### src/rtl/lsd_pkg.sv
// ----------------------------------------------------------------------------
// lsd_pkg
// Shared types and constants for the LED scan, key debounce and ticker unit.
// ----------------------------------------------------------------------------
package lsd_pkg;

	localparam int ROWS_DEFAULT = 8;
	localparam int ROWS_MAX     = 16;

	localparam logic [7:0] DEBOUNCE_RESET = 8'd20;
	localparam logic [7:0] PRESCALE_RESET = 8'd50;
	localparam logic [1:0] KEYS_RELEASED  = 2'b11;

	typedef enum logic [2:0] {
		FUNC_TICK        = 3'd0,
		FUNC_WRITE_ROW   = 3'd1,
		FUNC_LOAD_DELAY  = 3'd2,
		FUNC_START_TONE  = 3'd3,
		FUNC_READ_RANDOM = 3'd4
	} lsd_func_t;

	typedef enum logic [0:0] {
		CFG_DEBOUNCE_LIMIT = 1'b0,
		CFG_PRESCALE_TICKS = 1'b1
	} lsd_cfg_idx_t;

	// Result word minus the column pattern, which comes from the row memory.
	typedef struct packed {
		logic [7:0] row_drive;
		logic [1:0] key_state;
		logic       user_tick;
		logic [7:0] delay_left;
		logic       tone_enable;
		logic [7:0] tone_period;
		logic [7:0] random_value;
	} lsd_result_t;

endpackage

### src/rtl/lsd_row_mem.sv
// ----------------------------------------------------------------------------
// lsd_row_mem
// Column pattern memory, one entry per LED row, registered read with a
// write-to-read bypass and per-entry valid bits that reset clears.
// ----------------------------------------------------------------------------
module lsd_row_mem
	import lsd_pkg::*;
#(
	parameter int ROWS = ROWS_DEFAULT
) (
	input  logic                     clk,
	input  logic                     arst_n,
	input  logic                     we,
	input  logic [$clog2(ROWS)-1:0]  waddr,
	input  logic [7:0]               wdata,
	input  logic                     re,
	input  logic [$clog2(ROWS)-1:0]  raddr,
	output logic [7:0]               rdata
);

	logic [7:0]      mem [ROWS];
	logic [ROWS-1:0] entry_valid_q;
	logic [7:0]      rdata_q;

	always_ff @(posedge clk) begin
		if (we) begin
			mem[waddr] <= wdata;
		end
	end

	always_ff @(posedge clk or negedge arst_n) begin
		if (!arst_n) begin
			entry_valid_q <= '0;
		end else if (we) begin
			entry_valid_q[waddr] <= 1'b1;
		end
	end

	// A write in the same cycle to the row being read wins.
	always_ff @(posedge clk) begin
		if (re) begin
			if (we && waddr == raddr) begin
				rdata_q <= wdata;
			end else if (entry_valid_q[raddr]) begin
				rdata_q <= mem[raddr];
			end else begin
				rdata_q <= 8'h00;
			end
		end
	end

	assign rdata = rdata_q;

endmodule

### src/rtl/lsd_ctrl.sv
// ----------------------------------------------------------------------------
// lsd_ctrl
// Scan row, key debounce, random byte, prescaler, countdowns and the two
// configuration registers. Gives the next scan row and the result word.
// ----------------------------------------------------------------------------
module lsd_ctrl
	import lsd_pkg::*;
#(
	parameter int ROWS = ROWS_DEFAULT
) (
	input  logic                     clk,
	input  logic                     arst_n,
	input  logic                     accept,
	input  logic [2:0]               func,
	input  logic [1:0]               pin_sample,
	input  logic [7:0]               data_value,
	input  logic [7:0]               tone_value,
	input  logic                     cfg_we,
	input  logic                     cfg_sel,
	input  logic [7:0]               cfg_data,
	output logic [$clog2(ROWS)-1:0]  scan_next,
	output lsd_result_t              result
);

	localparam int AW = $clog2(ROWS);
	localparam logic [AW-1:0] LAST_ROW = AW'(ROWS - 1);

	logic [7:0]    debounce_limit_q, prescale_ticks_q;
	logic [AW-1:0] scan_q, scan_n;
	logic [1:0]    stable_q, stable_n, cand_q, cand_n, keys_q, keys_n;
	logic [7:0]    agree_q, agree_n, rnd_q, rnd_n;
	logic [7:0]    pres_q, pres_n, delay_q, delay_n, length_q, length_n;
	logic          tone_on_q, tone_on_n;
	logic [7:0]    tone_q, tone_n;
	logic          wrap;
	logic [7:0]    rnd_out;
	logic [ROWS_MAX-1:0] sel;

	always_comb begin
		scan_n    = scan_q;
		stable_n  = stable_q;
		cand_n    = cand_q;
		keys_n    = keys_q;
		agree_n   = agree_q;
		rnd_n     = rnd_q;
		pres_n    = pres_q;
		delay_n   = delay_q;
		length_n  = length_q;
		tone_on_n = tone_on_q;
		tone_n    = tone_q;
		wrap      = 1'b0;
		rnd_out   = 8'h00;
		case (lsd_func_t'(func))
			FUNC_TICK: begin
				scan_n = (scan_q == LAST_ROW) ? '0 : scan_q + AW'(1);
				if (pin_sample != stable_q) begin
					if (pin_sample == cand_q) begin
						agree_n = agree_q + 8'd1;
						if (agree_n > debounce_limit_q) begin
							stable_n = cand_q;
							keys_n   = ~cand_q;
						end
					end else begin
						cand_n  = pin_sample;
						agree_n = 8'd0;
					end
					// stir with the new row and the updated key bits
					rnd_n = rnd_q + 8'(scan_n) + {6'd0, keys_n};
				end
				pres_n = pres_q + 8'd1;
				if (pres_n >= prescale_ticks_q) begin
					pres_n = 8'd0;
					wrap   = 1'b1;
					if (delay_q != 8'd0) begin
						delay_n = delay_q - 8'd1;
					end
					if (length_q != 8'd0) begin
						length_n = length_q - 8'd1;
						if (length_n == 8'd0) begin
							tone_on_n = 1'b0;
						end
					end
				end
			end
			FUNC_LOAD_DELAY: begin
				delay_n = data_value;
			end
			FUNC_START_TONE: begin
				tone_n    = tone_value;
				length_n  = data_value;
				tone_on_n = 1'b1;
			end
			FUNC_READ_RANDOM: begin
				rnd_n   = rnd_q + 8'd1;
				rnd_out = rnd_n ^ {rnd_n[6:0], 1'b0};
			end
			default: begin
			end
		endcase
	end

	always_ff @(posedge clk or negedge arst_n) begin
		if (!arst_n) begin
			debounce_limit_q <= DEBOUNCE_RESET;
			prescale_ticks_q <= PRESCALE_RESET;
		end else if (cfg_we) begin
			case (lsd_cfg_idx_t'(cfg_sel))
				CFG_DEBOUNCE_LIMIT: debounce_limit_q <= cfg_data;
				CFG_PRESCALE_TICKS: prescale_ticks_q <= cfg_data;
				default: begin
				end
			endcase
		end
	end

	always_ff @(posedge clk or negedge arst_n) begin
		if (!arst_n) begin
			scan_q    <= '0;
			stable_q  <= KEYS_RELEASED;
			cand_q    <= KEYS_RELEASED;
			keys_q    <= 2'b00;
			agree_q   <= 8'd0;
			rnd_q     <= 8'd0;
			pres_q    <= 8'd0;
			delay_q   <= 8'd0;
			length_q  <= 8'd0;
			tone_on_q <= 1'b0;
			tone_q    <= 8'd0;
		end else if (accept) begin
			scan_q    <= scan_n;
			stable_q  <= stable_n;
			cand_q    <= cand_n;
			keys_q    <= keys_n;
			agree_q   <= agree_n;
			rnd_q     <= rnd_n;
			pres_q    <= pres_n;
			delay_q   <= delay_n;
			length_q  <= length_n;
			tone_on_q <= tone_on_n;
			tone_q    <= tone_n;
		end
	end

	// rows 8 and up shift out of the low byte and drive all ones
	assign sel       = ROWS_MAX'(1) << scan_n;
	assign scan_next = scan_n;

	always_comb begin
		result.row_drive    = ~sel[7:0];
		result.key_state    = keys_n;
		result.user_tick    = wrap;
		result.delay_left   = delay_n;
		result.tone_enable  = tone_on_n;
		result.tone_period  = tone_n;
		result.random_value = rnd_out;
	end

endmodule

### src/rtl/led_scan_debounce_ticker_unit.sv
// ----------------------------------------------------------------------------
// led_scan_debounce_ticker_unit
// LED row scanner with two-key debounce, random byte, prescaled user tick,
// delay and tone-length countdowns.
// ----------------------------------------------------------------------------
//  channel | handshake            | payload
//  --------+----------------------+---------------------------------------------
//  in      | in_valid / in_stall  | func, pin_sample, row_index, data_value,
//          |                      | tone_value
//  out     | out_valid / out_stall| row_drive, column_drive, key_state, user_tick,
//          |                      | delay_left, tone_enable, tone_period,
//          |                      | random_value
//  cfg     | cfg_valid / cfg_ready| cfg_index, cfg_data
//
//  One word per cycle while in_stall is low; a word taken is held in the read
//  stage (row memory read), then in the output register that drives the outputs.
//  State updates at acceptance, so the next word may follow at once.
//  Reset clears all control state and row valid bits; no clearing pass.
//  With the output stalled, one more word is taken into the read stage
//  before in_stall rises.
// ----------------------------------------------------------------------------
module led_scan_debounce_ticker_unit
	import lsd_pkg::*;
#(
	parameter int ROWS = ROWS_DEFAULT
) (
	input  logic        clk,
	input  logic        arst_n,
	input  logic        in_valid,
	output logic        in_stall,
	input  logic [2:0]  func,
	input  logic [1:0]  pin_sample,
	input  logic [2:0]  row_index,
	input  logic [7:0]  data_value,
	input  logic [7:0]  tone_value,
	output logic        out_valid,
	input  logic        out_stall,
	output logic [7:0]  row_drive,
	output logic [7:0]  column_drive,
	output logic [1:0]  key_state,
	output logic        user_tick,
	output logic [7:0]  delay_left,
	output logic        tone_enable,
	output logic [7:0]  tone_period,
	output logic [7:0]  random_value,
	input  logic        cfg_valid,
	output logic        cfg_ready,
	input  logic [0:0]  cfg_index,
	input  logic [7:0]  cfg_data
);

	localparam int AW = $clog2(ROWS);

	logic          accept, s1_adv;
	logic          valid_s1;
	lsd_result_t   res_s1;
	lsd_result_t   res_now;
	lsd_result_t   res_q;
	logic [7:0]    column_q;
	logic          out_valid_q;
	logic [AW-1:0] scan_next;
	logic [7:0]    rd_data;
	logic [4:0]    row_wide;
	logic          row_we;

	assign cfg_ready = 1'b1;

	// s1 moves on when the output register is empty or being emptied
	assign s1_adv   = valid_s1 && (!out_valid_q || !out_stall);
	assign in_stall = valid_s1 && !s1_adv;
	assign accept   = in_valid && !in_stall;

	assign row_wide = {2'b00, row_index};
	assign row_we   = accept && lsd_func_t'(func) == FUNC_WRITE_ROW &&
	                  32'(row_index) < ROWS;

	lsd_ctrl #(
		.ROWS(ROWS)
	) u_ctrl (
		.clk        (clk),
		.arst_n     (arst_n),
		.accept     (accept),
		.func       (func),
		.pin_sample (pin_sample),
		.data_value (data_value),
		.tone_value (tone_value),
		.cfg_we     (cfg_valid && cfg_ready),
		.cfg_sel    (cfg_index),
		.cfg_data   (cfg_data),
		.scan_next  (scan_next),
		.result     (res_now)
	);

	lsd_row_mem #(
		.ROWS(ROWS)
	) u_row_mem (
		.clk    (clk),
		.arst_n (arst_n),
		.we     (row_we),
		.waddr  (row_wide[AW-1:0]),
		.wdata  (data_value),
		.re     (accept),
		.raddr  (scan_next),
		.rdata  (rd_data)
	);

	always_ff @(posedge clk or negedge arst_n) begin
		if (!arst_n) begin
			valid_s1 <= 1'b0;
		end else if (accept) begin
			valid_s1 <= 1'b1;
		end else if (s1_adv) begin
			valid_s1 <= 1'b0;
		end
	end

	always_ff @(posedge clk) begin
		if (accept) begin
			res_s1 <= res_now;
		end
	end

	always_ff @(posedge clk or negedge arst_n) begin
		if (!arst_n) begin
			out_valid_q <= 1'b0;
		end else if (s1_adv) begin
			out_valid_q <= 1'b1;
		end else if (!out_stall) begin
			out_valid_q <= 1'b0;
		end
	end

	always_ff @(posedge clk) begin
		if (s1_adv) begin
			res_q    <= res_s1;
			column_q <= rd_data;
		end
	end

	assign out_valid    = out_valid_q;
	assign row_drive    = res_q.row_drive;
	assign column_drive = column_q;
	assign key_state    = res_q.key_state;
	assign user_tick    = res_q.user_tick;
	assign delay_left   = res_q.delay_left;
	assign tone_enable  = res_q.tone_enable;
	assign tone_period  = res_q.tone_period;
	assign random_value = res_q.random_value;

`ifndef SYNTHESIS
	a_stall_only_when_full: assert property (@(posedge clk) disable iff (!arst_n)
		in_stall |-> (valid_s1 && out_valid && out_stall))
		else $error("input stalled with room in the pipeline");

	a_s1_holds: assert property (@(posedge clk) disable iff (!arst_n)
		(valid_s1 && out_valid && out_stall) |=> valid_s1)
		else $error("read stage word lost while output stalled");

	a_row_one_cold: assert property (@(posedge clk) disable iff (!arst_n)
		out_valid |-> ($countones(~row_drive) <= 1))
		else $error("row drive selects more than one row");
`endif

endmodule
### config.mk
export PLATFORM = sky130hd
export DESIGN_NAME = led_scan_debounce_ticker_unit
export DESIGN_NICKNAME = d
export VERILOG_FILES = /design/src/rtl/lsd_pkg.sv /design/src/rtl/lsd_row_mem.sv /design/src/rtl/lsd_ctrl.sv /design/src/rtl/led_scan_debounce_ticker_unit.sv
export SDC_FILE = /design/constraint.sdc
export NUM_CORES = 1
export LEC_CHECK = 0
export ABC_AREA = 1
export ABC_CLOCK_PERIOD_IN_PS = 3750
export BUFFER_PORTS_ARGS = -buffer_cell sky130_fd_sc_hd__buf_2
export CORE_MARGIN = 5
export CORE_UTILIZATION = 40
export DETAILED_ROUTE_END_ITERATION = 6
export GPL_TIMING_DRIVEN = 0
export PLACE_DENSITY = 0.62
export SLEW_MARGIN = 20
export SYNTH_ARGS = -nofsm -noshare
export SYNTH_HDL_FRONTEND = slang
export SYNTH_SLANG_ARGS = --single-unit
### constraint.sdc
create_clock -name clk -period 3.75 [get_ports clk]
set_input_delay 0.1875 -clock clk [delete_from_list [all_inputs] [get_ports clk]]
set_output_delay 0.1875 -clock clk [all_outputs]
set_load 0.05 [all_outputs]
==> impl_metrics.json <==
{
  "outcome": "finished, violations left",
  "violations": "setup timing",
  "cp_cell_sequence": "nand3_2 > nor3_2 > nand2_1 > xor2_2 > inv_2 > ha_4 > nand2_2 > nor2_2 > nand4_1 > nand2_1 > inv_2 > nand2_4 > nand2_2 > and2_4 > fa_1 > inv_1 > ha_2 > fa_2 > a21o_1 > a21oi_2 > nor3_2 > nand3_1 > xnor2_1",
  "fp-row-count": 60,
  "total_power_mw": 8.91,
  "intPower_mw": 5.96,
  "crit_path_end_kind": "flop",
  "crit_path_start_kind": "flop",
  "grt.total_usage_pct": 15.1,
  "cts_sinks": 236,
  "antenna_found_initial": 1,
  "p_sw_mw": 2.95,
  "h-tree-depth": 1,
  "wl_per_cell_um": 13.9,
  "io_pins": 85,
  "die_y_um": 176,
  "drv_slew": 0,
  "tightestPinTransition_ns": 0.940,
  "yosysWarnings": 0,
  "pre_cts_ws_ns": -0.333,
  "power_density_nw_per_um2": 670,
  "clk_path_buf_depth": 3,
  "crit_path_max_incr_delay_ns": 0.47,
  "drv_cap": 0,
  "netSwitchingFraction_pct": 33.1,
  "critPathBufInv": 3,
  "core_um2": 27100,
  "clock_skew_ns": 0.0186,
  "syn_area_um2": 11000,
  "ys_ff_latch": 236,
  "ys_types": 42,
  "clk_latency_ns": 0.54,
  "cp_max_fo": 5,
  "via_count": 7861,
  "tns_ns": -0.0693,
  "io_buffers": 83,
  "fin_util_pct": 49.1,
  "numCtsBuffers": 26,
  "crit_slowest_cell": "fa_1",
  "report.final.setup_viol": 3,
  "die_w_um": 176,
  "worst_hold_path_type": "in2reg",
  "seq_power_share_pct": 39.4,
  "num-nets-final": 1359,
  "viasPerCell": 4.68,
  "rsz0062_at_grt": "yes",
  "grt_max_degree": 52,
  "timing.final.crit_share_pct": 101,
  "clock.fmax_ghz": 0.265,
  "cts_tree": "done",
  "ant_nets": 0,
  "min_period_ns": 3.78,
  "n_antenna_cell": 0,
  "nFillCells": 2499,
  "root_buffer": "clkbuf_16",
  "p_comb_share_pct": 28.6,
  "worstPathArrival_ns": 4.23,
  "r2r_cells": 23,
  "wirelength_um": 23300,
  "detail_route.iter0.violations": 511,
  "first_global_vias": 7637,
  "yosysSeqAreaShare_pct": 60.5,
  "initial_core_util_pct": 40.7,
  "grt_pass1_wl_um": 38400,
  "whs_ns": 0.0198,
  "power_leakage_nw": 6.11,
  "peakVddDrop_uv": 369,
  "required_ns": 4.20,
  "clock_power_share_pct": 32.0,
  "cpLargestDelayFamily": "adder cells",
  "syn_inst": 1150,
  "hpwl_um": 16400,
  "drt_first_pass_iters": 7,
  "worst_slack_ns": -0.0303,
  "reg2reg_slack_ns": -0.03,
  "overflow": 0,
  "drive_gt1_share_pct": 16.0,
  "drc": 0,
  "max_slew_margin_pct": 37.1,
  "die_area_um2": 31000,
  "whs_path_depth": 3,
  "clkSlewWorstSetupHoldPaths_ns": 0.06,
  "cp.depth": 23,
  "timing_hold_violations_final": 0,
  "synth.avg_cell_area_um2": 9.60,
  "layout-area-overhead-vs-synth_pct": 20.4,
  "synth_nets": 1220,
  "path_class": "reg2reg",
  "gp_congestion": 0.807
}
## layout make-up
type	count	area [um2]	share of cell area, %
Buffer	26	159	1.20
Clock buffer	33	697	5.24
Sequential cell	236	6680	50.2
Timing Repair Buffer	111	721	5.42
Multi-Input combinational cell	727	3700	27.8
Inverter	161	604	4.55
Tap cell	372	465	3.50
Clock inverter	15	272	2.04
## metrics by stage
step / cell area, um2 / cells
finish: 13300 / 1681
global route: 13300 / 1681
CTS: 13300 / 1680
detailed placement: 12000 / 1608
global placement: 11900 / 1605
floorplan: 11000 / 1150
## cell usage in the layout, fill, tap and decap left out, types with 19 or more instances in the layout
cell           count
a21oi_1           22
buf_2             86
clkbuf_16         26
dfrtp_1           75
dlygate4sd3_1     19
edfxtp_1         152
ha_1              25
inv_1            154
nand2_1          366
nand3_1           67
nor2_1            54
o21ai_0           77
xor2_1            21
## worst register-to-register path, cell delays in order, from the launching register on
cell     delay [ns]
dfrtp_1        0.41
nand3_2        0.13
nor3_2         0.22
nand2_1        0.12
xor2_2         0.20
inv_2          0.06
ha_4           0.28
nand2_2        0.05
nor2_2         0.11
nand4_1        0.11
nand2_1        0.09
inv_2          0.05
nand2_4        0.07
nand2_2        0.05
and2_4         0.13
fa_1           0.47
inv_1          0.04
ha_2           0.18
fa_2           0.34
a21o_1         0.17
a21oi_2        0.14
nor3_2         0.07
nand3_1        0.08
xnor2_1        0.11
## routing by layer
metal / vias up / share of wire (%) / global-route usage (%)
li1: 4003 / - / -
met1: 3645 / 47 / 20.9
met2: 181 / 46 / 25.2
met3: 30 / 4.5 / 2.14
met4: 2 / 2.1 / 3.90
met5: - / 0.030 / 0
## sequential cells by signal, summed over array words and instances, names as in the netlist, 2 cells and up
| register | count |
|---|---|
| u_ctrl.prescale_ticks_q | 8 |
| delay_left | 8 |
| column_drive | 8 |
| tone_period | 8 |
| u_ctrl.length_q | 8 |
| u_row_mem.rdata | 8 |
| u_row_mem.entry_valid_q | 8 |
| u_row_mem.mem | 64 |
| u_ctrl.agree_q | 8 |
| res_s1 | 36 |
| u_ctrl.pres_q | 8 |
| random_value | 8 |
| u_ctrl.keys_q | 2 |
| u_ctrl.rnd_q | 8 |
| u_ctrl.cand_q | 2 |
| row_drive | 8 |
| u_ctrl.scan_q | 3 |
| u_ctrl.tone_q | 8 |
| key_state | 2 |
| u_ctrl.debounce_limit_q | 8 |
| u_ctrl.stable_q | 2 |
| u_ctrl.delay_q | 8 |
## power by group through the flow
stage	Clock (mW)	Combinational (mW)	Sequential [mW]
after floorplan	0	1.68	3.73
after global placement	0	2.37	3.56
after detailed placement	0	2.45	3.56
after CTS	2.90	2.54	3.51
after global routing	3.02	2.91	3.57
final	2.85	2.55	3.51
## synth_stat cells
cell | number | area share, %
xor2_1 | 22 | 1.7
nand2_1 | 371 | 13
inv_1 | 157 | 5.3
nand3_1 | 70 | 3.2
and2_1 | 2 | 0.11
nand3b_1 | 4 | 0.27
nand3_2 | 2 | 0.18
a21o_1 | 1 | 0.068
buf_2 | 3 | 0.14
ha_1 | 29 | 3.3
nor3_4 | 1 | 0.15
dfstp_2 | 9 | 2.1
edfxtp_1 | 152 | 41
a22oi_1 | 1 | 0.068
o21bai_1 | 2 | 0.14
conb_1 | 1 | 0.034
inv_2 | 4 | 0.14
dfrtp_1 | 75 | 17
xnor2_1 | 4 | 0.32
a21oi_1 | 23 | 1.0
a31oi_1 | 3 | 0.17
o21ai_4 | 1 | 0.15
o21ai_1 | 6 | 0.27
nor2_1 | 56 | 1.9
fa_1 | 3 | 0.54
mux2i_1 | 2 | 0.18
nor2_2 | 3 | 0.17
buf_1 | 2 | 0.068
nor2_4 | 2 | 0.20
buf_4 | 3 | 0.20
or2_2 | 10 | 0.57
nand2_4 | 1 | 0.10
nand2_2 | 8 | 0.45
o21ai_0 | 79 | 3.6
buf_6 | 6 | 0.61
o211ai_1 | 1 | 0.068
nand4_1 | 6 | 0.34
clkbuf_1 | 12 | 0.41
nor3_1 | 6 | 0.27
o21a_1 | 1 | 0.068
o22ai_1 | 4 | 0.23
a22o_1 | 2 | 0.16
## worst paths after layout
kind,start,to
setup / recovery,u_ctrl.agree_q[2],u_ctrl.rnd_q[7]
hold / removal,tone_value[0],res_s1[8]
setup reg to reg,u_ctrl.agree_q[2],u_ctrl.rnd_q[7]
hold reg to reg,res_s1[26],key_state[0]
max in group asynchronous,arst_n,u_ctrl.stable_q[0]
min in group asynchronous,arst_n,u_ctrl.agree_q[1]
## logic make-up after synthesis
kind of cell,count (synthesis),share of synthesized area [%]
AND/OR/NAND/NOR,542,20.5
flip-flops,236,60.5
buffers and inverters,187,6.90
AO/OA/AOI/OAI,124,6.01
adder cells (fa/ha/maj),32,3.83
XOR/XNOR,26,2.06
multiplexers,2,0.181
other,1,0.0340
## repair_timing
item | CTS | global route
hold buffers | 19 | 0
pin swaps | 13 | 14
buffers inserted | 5 | 1
endpoints found under the setup margin | 4 | 6
hold endpoints to repair | 62 | 0
resized for setup | 19 | 6
(Power assumes the default switching activity.)
